$ cat config.mk
export PLATFORM = sky130hd
export DESIGN_NAME = vibration_condition_monitor_top_flat
export DESIGN_NICKNAME = d
export VERILOG_FILES = /design/src/rtl/core/vcm_pkg.sv /design/src/rtl/core/vcm_if.sv /design/src/rtl/core/vcm_datapath.sv /design/src/rtl/core/vcm_controller.sv /design/src/rtl/core/vibration_condition_monitor_top.sv /design/src/flat_wrapper.sv
export SDC_FILE = /design/constraint.sdc
export NUM_CORES = 2
export LEC_CHECK = 0
export BUFFER_PORTS_ARGS = -buffer_cell sky130_fd_sc_hd__buf_2
export CAP_MARGIN = 20
export CORE_ASPECT_RATIO = 0.9
export CORE_MARGIN = 2
export CORE_UTILIZATION = 51
export CTS_BUF_LIST = sky130_fd_sc_hd__clkbuf_8
export CTS_CLUSTER_DIAMETER = 120
export CTS_CLUSTER_SIZE = 12
export DETAILED_ROUTE_END_ITERATION = 8
export PLACE_DENSITY = 0.68
export RECOVER_POWER = 25
export SLEW_MARGIN = 10
export SYNTH_ARGS = -nofsm -noshare
export SYNTH_HDL_FRONTEND = slang
export SYNTH_HIERARCHICAL = 1
export SYNTH_SLANG_ARGS = --single-unit
$ cat constraint.sdc
create_clock -name clk -period 9.8 [get_ports clk]
set_clock_uncertainty 0.15 [all_clocks]
set_input_delay 0.98 -clock clk [delete_from_list [all_inputs] [get_ports clk]]
set_output_delay 0.98 -clock clk [all_outputs]
set_load 0.02 [all_outputs]
$ cat src/rtl/core/vcm_pkg.sv
// ----------------------------------------------------------------------------
// vcm_pkg
// types, codes and helpers of the vibration condition monitor
// ----------------------------------------------------------------------------
`default_nettype none

package vcm_pkg;

  localparam int RAW_W     = 16;
  localparam int MG_W      = 12;
  localparam int MAG_W     = 12;
  localparam int LVL_W     = 12;
  localparam int SUM_W     = 24;
  localparam int REM_W     = 14;
  localparam int ACC_W     = 17;
  localparam int SEEN_W    = 5;
  localparam int EV_W      = 3;
  localparam int LEVEL_W   = 3;
  localparam int POS_W     = 4;
  localparam int CNT_W     = 5;
  localparam int COND_W    = 2;
  localparam int CFG_IDX_W = 2;
  localparam int PROD_W    = 27;

  localparam int MG_SCALE   = 1000;
  localparam int MG_SHIFT   = 14;
  localparam int MG_ROUND   = (1 << MG_SHIFT) - 1;
  localparam int AXES       = 3;
  localparam int ROOT_STEPS = MAG_W;

  localparam logic [CFG_IDX_W-1:0] CFG_ELEVATED = 2'd0;
  localparam logic [CFG_IDX_W-1:0] CFG_WARNING  = 2'd1;
  localparam logic [CFG_IDX_W-1:0] CFG_CRITICAL = 2'd2;

  localparam logic [LVL_W-1:0] ELEVATED_RESET = 12'd150;
  localparam logic [LVL_W-1:0] WARNING_RESET  = 12'd300;
  localparam logic [LVL_W-1:0] CRITICAL_RESET = 12'd500;

  localparam logic [COND_W-1:0] COND_NONE     = 2'd0;
  localparam logic [COND_W-1:0] COND_NORMAL   = 2'd1;
  localparam logic [COND_W-1:0] COND_WARNING  = 2'd2;
  localparam logic [COND_W-1:0] COND_CRITICAL = 2'd3;

  localparam logic [LEVEL_W-1:0] LVL_BASELINE = 3'd0;
  localparam logic [LEVEL_W-1:0] LVL_NORMAL   = 3'd1;
  localparam logic [LEVEL_W-1:0] LVL_ELEVATED = 3'd2;
  localparam logic [LEVEL_W-1:0] LVL_WARNING  = 3'd3;
  localparam logic [LEVEL_W-1:0] LVL_CRITICAL = 3'd4;

  localparam logic [EV_W-1:0] EV_SELFTEST = 3'd0;
  localparam logic [EV_W-1:0] EV_VALID    = 3'd1;
  localparam logic [EV_W-1:0] EV_NORMAL   = 3'd2;
  localparam logic [EV_W-1:0] EV_WARNING  = 3'd3;
  localparam logic [EV_W-1:0] EV_CRITICAL = 3'd4;

  localparam logic KIND_ENTRY  = 1'b0;
  localparam logic KIND_REPORT = 1'b1;
  localparam logic FUNC_SAMPLE = 1'b0;

  typedef enum logic [3:0] {
    ST_IDLE,
    ST_SELF,
    ST_CONV,
    ST_SQ,
    ST_ROOT,
    ST_FIRST,
    ST_EVAL,
    ST_DIV,
    ST_BASE,
    ST_JUDGE,
    ST_LOG,
    ST_DUMP_INIT,
    ST_DUMP_RD,
    ST_DUMP_WR,
    ST_REPORT
  } state_t;

  typedef struct packed {
    logic            capture;
    logic            conv;
    logic            sq_en;
    logic            sq_first;
    logic [1:0]      axis;
    logic            root_step;
    logic            mark_first;
    logic            eval;
    logic            div_step;
    logic            base_set;
    logic            judge;
    logic            log_en;
    logic [EV_W-1:0] log_ev;
    logic            set_cond;
    logic            dump_start;
    logic            rd_en;
    logic            entry_load;
    logic            report_load;
  } cmd_t;

  typedef struct packed {
    logic              self_test_ok;
    logic              first_logged;
    logic              completing;
    logic [COND_W-1:0] cond;
    logic [COND_W-1:0] last_cond;
    logic              dump_last;
    logic              out_free;
  } sts_t;

  typedef struct packed {
    logic                   kind;
    logic signed [MG_W-1:0] x_mg;
    logic signed [MG_W-1:0] y_mg;
    logic signed [MG_W-1:0] z_mg;
    logic [MAG_W-1:0]       magnitude_mg;
    logic [MAG_W-1:0]       deviation_mg;
    logic                   baseline_done;
    logic [LEVEL_W-1:0]     vibration_level;
    logic [POS_W-1:0]       entry_position;
    logic [EV_W-1:0]        entry_event;
    logic                   last;
  } res_t;

  // raw counts to milli-g, truncated toward zero
  function automatic logic signed [MG_W-1:0] to_mg(input logic signed [RAW_W-1:0] raw);
    logic signed [PROD_W-1:0] prod;
    logic signed [PROD_W-1:0] adj;
    logic signed [PROD_W-1:0] shifted;
    prod    = $signed(PROD_W'(raw)) * $signed(PROD_W'(MG_SCALE));
    adj     = prod[PROD_W-1] ? prod + $signed(PROD_W'(MG_ROUND)) : prod;
    shifted = adj >>> MG_SHIFT;
    return shifted[MG_W-1:0];
  endfunction

  function automatic logic [EV_W-1:0] cond_event(input logic [COND_W-1:0] cond);
    logic [EV_W-1:0] ev;
    case (cond)
      COND_NORMAL:   ev = EV_NORMAL;
      COND_WARNING:  ev = EV_WARNING;
      COND_CRITICAL: ev = EV_CRITICAL;
      default:       ev = EV_NORMAL;
    endcase
    return ev;
  endfunction

endpackage

`default_nettype wire

$ cat src/rtl/core/vcm_if.sv
// ----------------------------------------------------------------------------
// vcm channel interfaces
// sample input channel and result output channel, valid/ready
// ----------------------------------------------------------------------------
`default_nettype none

interface vcm_in_if;
  import vcm_pkg::*;

  logic                    valid;
  logic                    ready;
  logic                    func;
  logic signed [RAW_W-1:0] raw_x;
  logic signed [RAW_W-1:0] raw_y;
  logic signed [RAW_W-1:0] raw_z;
  logic                    self_test_ok;

  modport source (output valid, input ready, output func, output raw_x, output raw_y,
                  output raw_z, output self_test_ok);
  modport sink (input valid, output ready, input func, input raw_x, input raw_y,
                input raw_z, input self_test_ok);
endinterface

interface vcm_out_if;
  import vcm_pkg::*;

  logic                   valid;
  logic                   ready;
  logic                   kind;
  logic signed [MG_W-1:0] x_mg;
  logic signed [MG_W-1:0] y_mg;
  logic signed [MG_W-1:0] z_mg;
  logic [MAG_W-1:0]       magnitude_mg;
  logic [MAG_W-1:0]       deviation_mg;
  logic                   baseline_done;
  logic [LEVEL_W-1:0]     vibration_level;
  logic [POS_W-1:0]       entry_position;
  logic [EV_W-1:0]        entry_event;
  logic                   last;

  modport source (output valid, input ready, output kind, output x_mg, output y_mg,
                  output z_mg, output magnitude_mg, output deviation_mg,
                  output baseline_done, output vibration_level, output entry_position,
                  output entry_event, output last);
  modport sink (input valid, output ready, input kind, input x_mg, input y_mg,
                input z_mg, input magnitude_mg, input deviation_mg,
                input baseline_done, input vibration_level, input entry_position,
                input entry_event, input last);
endinterface

`default_nettype wire

$ cat src/rtl/core/vcm_datapath.sv
// ----------------------------------------------------------------------------
// vcm_datapath
// conversion, square root, baseline, grading, history memory, output register
// ----------------------------------------------------------------------------
`default_nettype none

module vcm_datapath #(
  parameter int HISTORY_DEPTH    = 10,
  parameter int BASELINE_SAMPLES = 20
) (
  input  wire logic                             clk,
  input  wire logic                             rst,
  input  wire logic                             cfg_we,
  input  wire logic [vcm_pkg::CFG_IDX_W-1:0]    cfg_index,
  input  wire logic [vcm_pkg::LVL_W-1:0]        cfg_data,
  input  wire logic signed [vcm_pkg::RAW_W-1:0] raw_x,
  input  wire logic signed [vcm_pkg::RAW_W-1:0] raw_y,
  input  wire logic signed [vcm_pkg::RAW_W-1:0] raw_z,
  input  wire logic                             self_test_ok,
  input  wire vcm_pkg::cmd_t                    cmd,
  output vcm_pkg::sts_t                         sts,
  output logic                                  out_valid,
  input  wire logic                             out_ready,
  output vcm_pkg::res_t                         out_data
);
  import vcm_pkg::*;

  localparam int AW     = $clog2(HISTORY_DEPTH);
  localparam int FILL_W = $clog2(HISTORY_DEPTH + 1);
  localparam logic [SEEN_W:0] DIVISOR = (SEEN_W + 1)'(BASELINE_SAMPLES);
  // reciprocal of the sample count, exact for any accumulator value
  localparam int QUOT_SHIFT = ACC_W + $clog2(BASELINE_SAMPLES);
  localparam logic [ACC_W:0] RECIP =
    (ACC_W + 1)'(((1 << QUOT_SHIFT) + BASELINE_SAMPLES - 1) / BASELINE_SAMPLES);

  logic [LVL_W-1:0] elevated_level;
  logic [LVL_W-1:0] warning_level;
  logic [LVL_W-1:0] critical_level;

  logic signed [RAW_W-1:0] cap_x;
  logic signed [RAW_W-1:0] cap_y;
  logic signed [RAW_W-1:0] cap_z;
  logic                    cap_ok;

  logic signed [MG_W-1:0] x_mg;
  logic signed [MG_W-1:0] y_mg;
  logic signed [MG_W-1:0] z_mg;

  logic [SUM_W-1:0] rad;
  logic [REM_W-1:0] rem;
  logic [MAG_W-1:0] root;

  logic               first_logged;
  logic [ACC_W-1:0]   acc;
  logic [SEEN_W-1:0]  seen;
  logic [MAG_W-1:0]   baseline;
  logic               base_valid;
  logic [MAG_W-1:0]   dev;
  logic [ACC_W-1:0]   div_num;
  logic [COND_W-1:0]  cond;
  logic [LEVEL_W-1:0] level;
  logic [COND_W-1:0]  last_cond;

  logic [EV_W-1:0]   mem [HISTORY_DEPTH];
  logic [AW-1:0]     wr_pos;
  logic [FILL_W-1:0] fill;
  logic [AW-1:0]     rd_ptr;
  logic [FILL_W-1:0] idx;
  logic [EV_W-1:0]   rd_data;

  logic signed [MG_W-1:0]   axis_val;
  logic signed [SUM_W-1:0]  sq_full;
  logic [SUM_W-1:0]         sq;
  logic [REM_W+1:0]         rem_sh;
  logic [REM_W+1:0]         trial;
  logic                     root_bit;
  logic [ACC_W-1:0]         acc_sum;
  logic [MAG_W-1:0]         abs_diff;
  logic [SEEN_W:0]          seen_inc;
  logic [2*ACC_W:0]         div_prod;
  logic [COND_W-1:0]        cond_next;
  logic [LEVEL_W-1:0]       level_next;
  logic [31:0]              pos32;
  logic [FILL_W-1:0]        idx_inc;
  res_t                     load_word;

  always_comb begin
    case (cmd.axis)
      2'd0:    axis_val = x_mg;
      2'd1:    axis_val = y_mg;
      default: axis_val = z_mg;
    endcase
    sq_full  = axis_val * axis_val;
    sq       = $unsigned(sq_full);
    rem_sh   = {rem, rad[SUM_W-1 -: 2]};
    trial    = {2'b00, root, 2'b01};
    root_bit = (rem_sh >= trial);
    acc_sum  = acc + ACC_W'(root);
    abs_diff = (root >= baseline) ? root - baseline : baseline - root;
    seen_inc = {1'b0, seen} + (SEEN_W + 1)'(1);
    div_prod = div_num * RECIP;
    idx_inc  = idx + FILL_W'(1);
    pos32    = 32'(idx_inc);
  end

  always_comb begin
    if (!base_valid) begin
      cond_next  = COND_NONE;
      level_next = LVL_BASELINE;
    end else if (dev >= critical_level) begin
      cond_next  = COND_CRITICAL;
      level_next = LVL_CRITICAL;
    end else if (dev >= warning_level) begin
      cond_next  = COND_WARNING;
      level_next = LVL_WARNING;
    end else begin
      cond_next  = COND_NORMAL;
      level_next = (dev >= elevated_level) ? LVL_ELEVATED : LVL_NORMAL;
    end
  end

  // configuration
  always_ff @(posedge clk) begin
    if (rst) begin
      elevated_level <= ELEVATED_RESET;
      warning_level  <= WARNING_RESET;
      critical_level <= CRITICAL_RESET;
    end else if (cfg_we) begin
      case (cfg_index)
        CFG_ELEVATED: elevated_level <= cfg_data;
        CFG_WARNING:  warning_level  <= cfg_data;
        CFG_CRITICAL: critical_level <= cfg_data;
        default: ;
      endcase
    end
  end

  // payload path
  always_ff @(posedge clk) begin
    if (cmd.capture) begin
      cap_x  <= raw_x;
      cap_y  <= raw_y;
      cap_z  <= raw_z;
      cap_ok <= self_test_ok;
    end
    if (cmd.conv) begin
      x_mg <= to_mg(cap_x);
      y_mg <= to_mg(cap_y);
      z_mg <= to_mg(cap_z);
    end
    if (cmd.sq_en) begin
      rad <= cmd.sq_first ? sq : rad + sq;
      if (cmd.sq_first) begin
        rem  <= '0;
        root <= '0;
      end
    end
    if (cmd.root_step) begin
      rad  <= rad << 2;
      root <= {root[MAG_W-2:0], root_bit};
      rem  <= root_bit ? REM_W'(rem_sh - trial) : rem_sh[REM_W-1:0];
    end
    if (cmd.eval) begin
      dev <= base_valid ? abs_diff : '0;
      if (!base_valid) begin
        div_num <= acc_sum;
      end
    end
    if (cmd.div_step) begin
      div_num <= ACC_W'(div_prod >> QUOT_SHIFT);
    end
    if (cmd.base_set) begin
      baseline <= div_num[MAG_W-1:0];
    end
    if (cmd.judge) begin
      cond  <= cond_next;
      level <= level_next;
    end
  end

  // baseline and condition state
  always_ff @(posedge clk) begin
    if (rst) begin
      first_logged <= 1'b0;
      acc          <= '0;
      seen         <= '0;
      base_valid   <= 1'b0;
      last_cond    <= COND_NONE;
    end else begin
      if (cmd.mark_first) begin
        first_logged <= 1'b1;
      end
      if (cmd.eval && !base_valid) begin
        acc  <= acc_sum;
        seen <= seen_inc[SEEN_W-1:0];
      end
      if (cmd.base_set) begin
        base_valid <= 1'b1;
      end
      if (cmd.set_cond) begin
        last_cond <= cond;
      end
    end
  end

  // history memory
  always_ff @(posedge clk) begin
    if (cmd.log_en) begin
      mem[wr_pos] <= cmd.log_ev;
    end
    if (cmd.rd_en) begin
      rd_data <= mem[rd_ptr];
    end
  end

  always_ff @(posedge clk) begin
    if (rst) begin
      wr_pos <= '0;
      fill   <= '0;
      rd_ptr <= '0;
      idx    <= '0;
    end else begin
      if (cmd.log_en) begin
        wr_pos <= (wr_pos == AW'(HISTORY_DEPTH - 1)) ? '0 : wr_pos + AW'(1);
        if (fill != FILL_W'(HISTORY_DEPTH)) begin
          fill <= fill + FILL_W'(1);
        end
      end
      if (cmd.dump_start) begin
        rd_ptr <= (fill == FILL_W'(HISTORY_DEPTH)) ? wr_pos : '0;
        idx    <= '0;
      end
      if (cmd.entry_load) begin
        rd_ptr <= (rd_ptr == AW'(HISTORY_DEPTH - 1)) ? '0 : rd_ptr + AW'(1);
        idx    <= idx_inc;
      end
    end
  end

  // output register
  always_ff @(posedge clk) begin
    if (rst) begin
      out_valid <= 1'b0;
    end else if (cmd.entry_load || cmd.report_load) begin
      out_valid <= 1'b1;
    end else if (out_ready) begin
      out_valid <= 1'b0;
    end
  end

  always_comb begin
    load_word = '0;
    if (cmd.report_load) begin
      load_word.kind            = KIND_REPORT;
      load_word.x_mg            = x_mg;
      load_word.y_mg            = y_mg;
      load_word.z_mg            = z_mg;
      load_word.magnitude_mg    = root;
      load_word.deviation_mg    = dev;
      load_word.baseline_done   = base_valid;
      load_word.vibration_level = level;
      load_word.last            = 1'b1;
    end else begin
      load_word.kind            = KIND_ENTRY;
      load_word.entry_position  = pos32[POS_W-1:0];
      load_word.entry_event     = rd_data;
    end
  end

  always_ff @(posedge clk) begin
    if (cmd.entry_load || cmd.report_load) begin
      out_data <= load_word;
    end
  end

  always_comb begin
    sts.self_test_ok = cap_ok;
    sts.first_logged = first_logged;
    sts.completing   = !base_valid && (seen_inc >= DIVISOR);
    sts.cond         = cond;
    sts.last_cond    = last_cond;
    sts.dump_last    = (idx_inc == fill);
    sts.out_free     = !out_valid || out_ready;
  end

endmodule

`default_nettype wire

$ cat src/rtl/core/vcm_controller.sv
// ----------------------------------------------------------------------------
// vcm_controller
// sequencer that steps the datapath through one item
// ----------------------------------------------------------------------------
`default_nettype none

module vcm_controller (
  input  wire logic          clk,
  input  wire logic          rst,
  input  wire logic          in_valid,
  input  wire logic          in_func,
  output logic               in_ready,
  output vcm_pkg::cmd_t      cmd,
  input  wire vcm_pkg::sts_t sts
);
  import vcm_pkg::*;

  state_t            state;
  state_t            state_next;
  logic [CNT_W-1:0]  cnt;
  logic [CNT_W-1:0]  cnt_next;

  always_ff @(posedge clk) begin
    if (rst) begin
      state <= ST_IDLE;
      cnt   <= '0;
    end else begin
      state <= state_next;
      cnt   <= cnt_next;
    end
  end

  always_comb begin
    state_next = state;
    cnt_next   = cnt;
    in_ready   = 1'b0;
    cmd        = '0;
    case (state)
      ST_IDLE: begin
        in_ready = 1'b1;
        if (in_valid) begin
          cmd.capture = 1'b1;
          state_next  = (in_func == FUNC_SAMPLE) ? ST_CONV : ST_SELF;
        end
      end
      ST_SELF: begin
        if (sts.self_test_ok) begin
          cmd.log_en = 1'b1;
          cmd.log_ev = EV_SELFTEST;
        end
        state_next = ST_IDLE;
      end
      ST_CONV: begin
        cmd.conv   = 1'b1;
        cnt_next   = '0;
        state_next = ST_SQ;
      end
      ST_SQ: begin
        cmd.sq_en    = 1'b1;
        cmd.axis     = cnt[1:0];
        cmd.sq_first = (cnt == '0);
        if (cnt == CNT_W'(AXES - 1)) begin
          cnt_next   = '0;
          state_next = ST_ROOT;
        end else begin
          cnt_next = cnt + CNT_W'(1);
        end
      end
      ST_ROOT: begin
        cmd.root_step = 1'b1;
        if (cnt == CNT_W'(ROOT_STEPS - 1)) begin
          cnt_next   = '0;
          state_next = ST_FIRST;
        end else begin
          cnt_next = cnt + CNT_W'(1);
        end
      end
      ST_FIRST: begin
        if (!sts.first_logged) begin
          cmd.log_en     = 1'b1;
          cmd.log_ev     = EV_VALID;
          cmd.mark_first = 1'b1;
        end
        state_next = ST_EVAL;
      end
      ST_EVAL: begin
        cmd.eval   = 1'b1;
        cnt_next   = '0;
        state_next = sts.completing ? ST_DIV : ST_JUDGE;
      end
      ST_DIV: begin
        cmd.div_step = 1'b1;
        state_next   = ST_BASE;
      end
      ST_BASE: begin
        cmd.base_set = 1'b1;
        state_next   = ST_JUDGE;
      end
      ST_JUDGE: begin
        cmd.judge  = 1'b1;
        state_next = ST_LOG;
      end
      ST_LOG: begin
        if (sts.cond != COND_NONE && sts.cond != sts.last_cond) begin
          cmd.log_en   = 1'b1;
          cmd.log_ev   = cond_event(sts.cond);
          cmd.set_cond = 1'b1;
          state_next   = ST_DUMP_INIT;
        end else begin
          state_next = ST_REPORT;
        end
      end
      ST_DUMP_INIT: begin
        cmd.dump_start = 1'b1;
        state_next     = ST_DUMP_RD;
      end
      ST_DUMP_RD: begin
        cmd.rd_en  = 1'b1;
        state_next = ST_DUMP_WR;
      end
      ST_DUMP_WR: begin
        if (sts.out_free) begin
          cmd.entry_load = 1'b1;
          state_next     = sts.dump_last ? ST_REPORT : ST_DUMP_RD;
        end
      end
      ST_REPORT: begin
        if (sts.out_free) begin
          cmd.report_load = 1'b1;
          state_next      = ST_IDLE;
        end
      end
      default: begin
        state_next = ST_IDLE;
      end
    endcase
  end

endmodule

`default_nettype wire

$ cat src/rtl/core/vibration_condition_monitor_top.sv
// ----------------------------------------------------------------------------
// vibration_condition_monitor_top
// accelerometer samples in, graded reports and history dumps out
//
//   channel   dir   handshake      carries
//   sensor    in    valid/ready    func, raw_x/y/z, self_test_ok
//   result    out   valid/ready    history entries, then one sample report
//   cfg       in    cfg_we only    elevated/warning/critical levels
//
// a sample is not accepted until the previous one has passed the shared
// squarer, the 12-step square root and its report; the sample that completes
// the baseline adds a reciprocal multiply and baseline load
// a condition change adds a dump start plus a memory read per history entry
// a self-test item gives no result
// output stalls hold the sequencer only when the output register is full
// reset is synchronous; the history needs no clearing pass
// ----------------------------------------------------------------------------
`default_nettype none

module vibration_condition_monitor_top #(
  parameter int HISTORY_DEPTH    = 10,
  parameter int BASELINE_SAMPLES = 20
) (
  input  wire logic                          clk,
  input  wire logic                          rst,
  input  wire logic                          cfg_we,
  input  wire logic [vcm_pkg::CFG_IDX_W-1:0] cfg_index,
  input  wire logic [vcm_pkg::LVL_W-1:0]     cfg_data,
  vcm_in_if.sink                             sensor,
  vcm_out_if.source                          result
);
  import vcm_pkg::*;

  cmd_t cmd;
  sts_t sts;
  res_t out_data;
  logic out_valid;

  vcm_controller u_ctrl (
    .clk      (clk),
    .rst      (rst),
    .in_valid (sensor.valid),
    .in_func  (sensor.func),
    .in_ready (sensor.ready),
    .cmd      (cmd),
    .sts      (sts)
  );

  vcm_datapath #(
    .HISTORY_DEPTH    (HISTORY_DEPTH),
    .BASELINE_SAMPLES (BASELINE_SAMPLES)
  ) u_dp (
    .clk          (clk),
    .rst          (rst),
    .cfg_we       (cfg_we),
    .cfg_index    (cfg_index),
    .cfg_data     (cfg_data),
    .raw_x        (sensor.raw_x),
    .raw_y        (sensor.raw_y),
    .raw_z        (sensor.raw_z),
    .self_test_ok (sensor.self_test_ok),
    .cmd          (cmd),
    .sts          (sts),
    .out_valid    (out_valid),
    .out_ready    (result.ready),
    .out_data     (out_data)
  );

  assign result.valid           = out_valid;
  assign result.kind            = out_data.kind;
  assign result.x_mg            = out_data.x_mg;
  assign result.y_mg            = out_data.y_mg;
  assign result.z_mg            = out_data.z_mg;
  assign result.magnitude_mg    = out_data.magnitude_mg;
  assign result.deviation_mg    = out_data.deviation_mg;
  assign result.baseline_done   = out_data.baseline_done;
  assign result.vibration_level = out_data.vibration_level;
  assign result.entry_position  = out_data.entry_position;
  assign result.entry_event     = out_data.entry_event;
  assign result.last            = out_data.last;

endmodule

`default_nettype wire

$ cat src/flat_wrapper.sv
// flat-port wrapper written by rule: the top's interface ports become plain ports
module vibration_condition_monitor_top_flat import vcm_pkg::*;
#(
  parameter int HISTORY_DEPTH    = 10,
  parameter int BASELINE_SAMPLES = 20
)
  (clk, rst, cfg_we, cfg_index, cfg_data, sensor_valid, sensor_ready, sensor_func, sensor_raw_x, sensor_raw_y, sensor_raw_z, sensor_self_test_ok, result_valid, result_ready, result_kind, result_x_mg, result_y_mg, result_z_mg, result_magnitude_mg, result_deviation_mg, result_baseline_done, result_vibration_level, result_entry_position, result_entry_event, result_last);
  vcm_in_if sensor_i ();
  vcm_out_if result_i ();
  input  wire logic clk;
  input  wire logic rst;
  input  wire logic cfg_we;
  input  wire logic [vcm_pkg::CFG_IDX_W-1:0] cfg_index;
  input  wire logic [vcm_pkg::LVL_W-1:0] cfg_data;
  input wire logic [$bits(sensor_i.valid)-1:0] sensor_valid;
  output wire logic [$bits(sensor_i.ready)-1:0] sensor_ready;
  input wire logic [$bits(sensor_i.func)-1:0] sensor_func;
  input wire logic [$bits(sensor_i.raw_x)-1:0] sensor_raw_x;
  input wire logic [$bits(sensor_i.raw_y)-1:0] sensor_raw_y;
  input wire logic [$bits(sensor_i.raw_z)-1:0] sensor_raw_z;
  input wire logic [$bits(sensor_i.self_test_ok)-1:0] sensor_self_test_ok;
  output wire logic [$bits(result_i.valid)-1:0] result_valid;
  input wire logic [$bits(result_i.ready)-1:0] result_ready;
  output wire logic [$bits(result_i.kind)-1:0] result_kind;
  output wire logic [$bits(result_i.x_mg)-1:0] result_x_mg;
  output wire logic [$bits(result_i.y_mg)-1:0] result_y_mg;
  output wire logic [$bits(result_i.z_mg)-1:0] result_z_mg;
  output wire logic [$bits(result_i.magnitude_mg)-1:0] result_magnitude_mg;
  output wire logic [$bits(result_i.deviation_mg)-1:0] result_deviation_mg;
  output wire logic [$bits(result_i.baseline_done)-1:0] result_baseline_done;
  output wire logic [$bits(result_i.vibration_level)-1:0] result_vibration_level;
  output wire logic [$bits(result_i.entry_position)-1:0] result_entry_position;
  output wire logic [$bits(result_i.entry_event)-1:0] result_entry_event;
  output wire logic [$bits(result_i.last)-1:0] result_last;
  assign sensor_i.valid = sensor_valid;
  assign sensor_ready = sensor_i.ready;
  assign sensor_i.func = sensor_func;
  assign sensor_i.raw_x = sensor_raw_x;
  assign sensor_i.raw_y = sensor_raw_y;
  assign sensor_i.raw_z = sensor_raw_z;
  assign sensor_i.self_test_ok = sensor_self_test_ok;
  assign result_valid = result_i.valid;
  assign result_i.ready = result_ready;
  assign result_kind = result_i.kind;
  assign result_x_mg = result_i.x_mg;
  assign result_y_mg = result_i.y_mg;
  assign result_z_mg = result_i.z_mg;
  assign result_magnitude_mg = result_i.magnitude_mg;
  assign result_deviation_mg = result_i.deviation_mg;
  assign result_baseline_done = result_i.baseline_done;
  assign result_vibration_level = result_i.vibration_level;
  assign result_entry_position = result_i.entry_position;
  assign result_entry_event = result_i.entry_event;
  assign result_last = result_i.last;
  vibration_condition_monitor_top #(.HISTORY_DEPTH(HISTORY_DEPTH), .BASELINE_SAMPLES(BASELINE_SAMPLES)) u_core (.clk(clk), .rst(rst), .cfg_we(cfg_we), .cfg_index(cfg_index), .cfg_data(cfg_data), .sensor(sensor_i), .result(result_i));
endmodule
==> impl_results.md <==
* Outcome: complete, but fails checks
* Failing checks: max-capacitance violations, max-slew violations
* Pre-CTS setup slack at a little over 600 ps
* Fmax at between 100 and 150 MHz
* Setup Fix Bufs, Post-CTS at 0
* Grt ovf at 0
* Area fraction of the dominant cell type after synthesis at between 20% and 30%
* Max Cap Violations at 2
* Clk buf depth at 3
* Start point of the critical path: u_core/u_ctrl/state[3]$_SDFFE_PP0P_
* Top cell by count, worst path: fa_1
* Die Y at between 200 and 300 um
* Layout area overhead at 6.332%
* Detailed Place HPWL at 62.39 mm
* HP Class: reg -> reg
* Clk pin slew, worst setup/hold paths at around 100 ps
* I/O Buffers at 143
* Clk root buf: clkbuf_8
* DRT Wirelength at around 78 mm
* R2r startpoint: u_core/u_ctrl/state[3]$_SDFFE_PP0P_
* Post-Route Setup TNS at 0 ps
* TritonCTS clock tree: yes
* Gr usage total at between 20% and 30%
* Clock latency on the worst-skew pair at 660 ps
* Clock sinks at approximately 370
* Crit path max fanout at 13
* Main synth FF type: edfxtp_1
* RSZ-0062 raised after global routing: false
* Initial antenna violation count at 1
* Core ar. at about 72000 sq um
* Top area cells in the synthesized netlist: edfxtp_1 23%, fa_1 21%, ha_1 17%
* Fin nets at 4610
* Die Span X at 288.4 um
* Drt pass-1 iters at 5
* Resized cells post-CTS at 0
* Remaining antenna violation count at 0
* Vias/cell at ~5.4
* Layout cell share with drive strength beyond 1 at between 7 and 8%
* Overall die area at between 70000 and 80000 sq um
* Initial Utilization at 51.71%
* Vias post-DR at between 20000 and 30000
* Max Slew Vio Count at 119
* Crit Path Class: reg -> reg
* Syn avg cell area at roughly 10 sq um
* Post-synthesis sequential area ratio at 27.72%
* Slowest-stage cell, CP: a21oi_1
* Register bit total from synthesis at ~370
* Initial DRC count at 1529
* GRT met1 Usage at 31.86%
* GP Congestion at around 0.9
* Relative slew slack at -173.3%
* Type of origin of the critical path: register
* Met2 track demand over resource at between 30% and 40%
* Crit end category: register
* Post-synth EDFFs at 280
* Row cnt at between 90 and 100
* Commonest cells after routing, fill and taps aside: 497 x inv_1, 495 x ha_1, 389 x fa_1, 280 x edfxtp_1, 248 x nor2_1
* Synth unique cells at ~110
* First-pass GRT wire length at 129.6 mm
* Drt drc at 0
* Worst setup margin at 768.3 ps
* Post-Syn Nets at ~4500
* Top cell type by total area after synthesis: edfxtp_1
* Synth Cell Area at 37130 sq um
* Htree depth at 2
* Commonest non-fill, non-tap cell in the layout: inv_1
* WP data arrival at between 9000 and 10000 ps
* I/O pin cnt at ~140
* Least-Margin Pin Slew at 4100 ps
* Total CTS buffers at 37
* Syn Inst Count at 3541
* Pin count of the biggest net entering global routing at 86
* Setup-failing EPs final at 0
* Met3 usage at roughly 3.5%
* Ys async rst share at 0%
* Vias in the first global route at about 25000
* CP bufs+invs at 5
* Final hold violations at 0
* Synth Warn # at 6
* Filler Cell Count at 6212
* Hold Startpoint: u_core/u_dp/warning_level[1]$_SDFFE_PP0P_
* Hold_buf cts at 0
* GRT Max-Usage Layer: met2
* Fin crit share at 92.16%
* Critical path's top delay family: adder cells
* Required time of the critical path at 10050 ps
* Drt wl/cell at 16.90 um
* Tmin final at 9032 ps
* Critical path's largest stage delay at ~540 ps
-- synth_stat cells, types with 6 or more instances --
cell type,count
ha_1,495
inv_1,479
fa_1,389
edfxtp_1,280
nor2_1,249
nand2_1,227
a21oi_1,179
xnor2_1,136
dfxtp_1,94
o21ai_0,91
and2_1,86
xor2_1,76
a21o_1,70
clkbuf_1,67
nor3_1,46
nand3_1,43
nor2b_1,40
mux2i_1,39
nand2b_1,32
o21a_1,32
a211oi_1,26
nand4_1,26
a211o_1,19
o211ai_1,18
o21bai_1,15
a31oi_1,14
o21ai_1,14
and3_1,12
mux2_2,12
or3_1,12
nor4_1,11
nand3b_1,10
or2_2,10
buf_1,9
a21boi_0,7
o31ai_1,7
mux4_2,6
nor3b_1,6
o2111ai_1,6
-- state kept, by name (all words and copies together), names as in the netlist, 14 cells and up --
name                  count
u_core/u_dp/cap_y        16
u_core/u_dp/rem          14
u_core/u_dp/cap_x        16
u_core/u_dp/rad          24
u_core/u_dp/cap_z        16
u_core/u_dp/div_num      17
u_core/u_dp/out_data     72
u_core/u_dp/mem          30
u_core/u_dp/acc          17
-- worst min-delay path, stage by stage, from the launching register on --
cell and delay (ps):
dfxtp_1 320, nand2_1 50, a21oi_1 50
-- final timing paths --
kind,cells past startpoint,slack [ps],end
max,33,770,u_core/u_dp/rad[23]$_DFFE_PP_
min,2,310,u_core/u_dp/warning_level[1]$_SDFFE_PP0P_
max reg2reg,33,770,u_core/u_dp/rad[23]$_DFFE_PP_
min reg2reg,2,310,u_core/u_dp/warning_level[1]$_SDFFE_PP0P_
-- layer usage --
| metal | up-vias | part of all wire (%) | wire length (um) |
|---|---|---|---|
| met4 | 0 | 1.5 | 1200 |
| met3 | 73 | 5.3 | 4120 |
| li1 | 12279 | - | - |
| met5 | - | 0 | 0 |
| met1 | 12189 | 49 | 38450 |
| met2 | 522 | 44 | 34470 |
-- cell families after synthesis --
| family | Yosys count | synth area share [%] |
|---|---|---|
| adders and majority gates | 884 | 37.66 |
| AOI/OAI and AO/OA | 595 | 10.82 |
| muxes | 57 | 1.779 |
| and+or+nand+nor | 847 | 11.13 |
| buffers and inverters | 572 | 5.891 |
| DFF | 374 | 27.72 |
| xor gates and xnor gates | 212 | 5.001 |
-- cell type report --
class / instances / area, sq um / area share [%]
Antenna cell: 2 / 5.005 / 0.01268
Multi-Input combinational cell: 2595 / 24670 / 62.48
Tap cell: 950 / 1189 / 3.011
Timing Repair Buffer: 165 / 858.3 / 2.174
Inverter: 484 / 1818 / 4.605
Clock inverter: 23 / 128.9 / 0.3264
Clock buffer: 38 / 523.0 / 1.325
Sequential cell: 374 / 10290 / 26.06
-- per-stage QoR --
step / instances / hold WS [ps] / utilization [%] / cell area, sq um
after CTS: 4627 / 289.5 / 55.03 / 39510
after floorplan: 3541 / 286.3 / - / 37130
final: 4631 / 310.1 / 54.99 / 39480
after global placement: 4565 / 293.2 / 54.11 / 38850
after detailed placement: 4566 / 298.5 / 54.12 / 38850
after global routing: 4631 / 309.6 / 54.99 / 39480
Power is left out: the tool's default activity adds up to more than one toggle a clock period on the data nets, which glitch-free logic cannot reach.
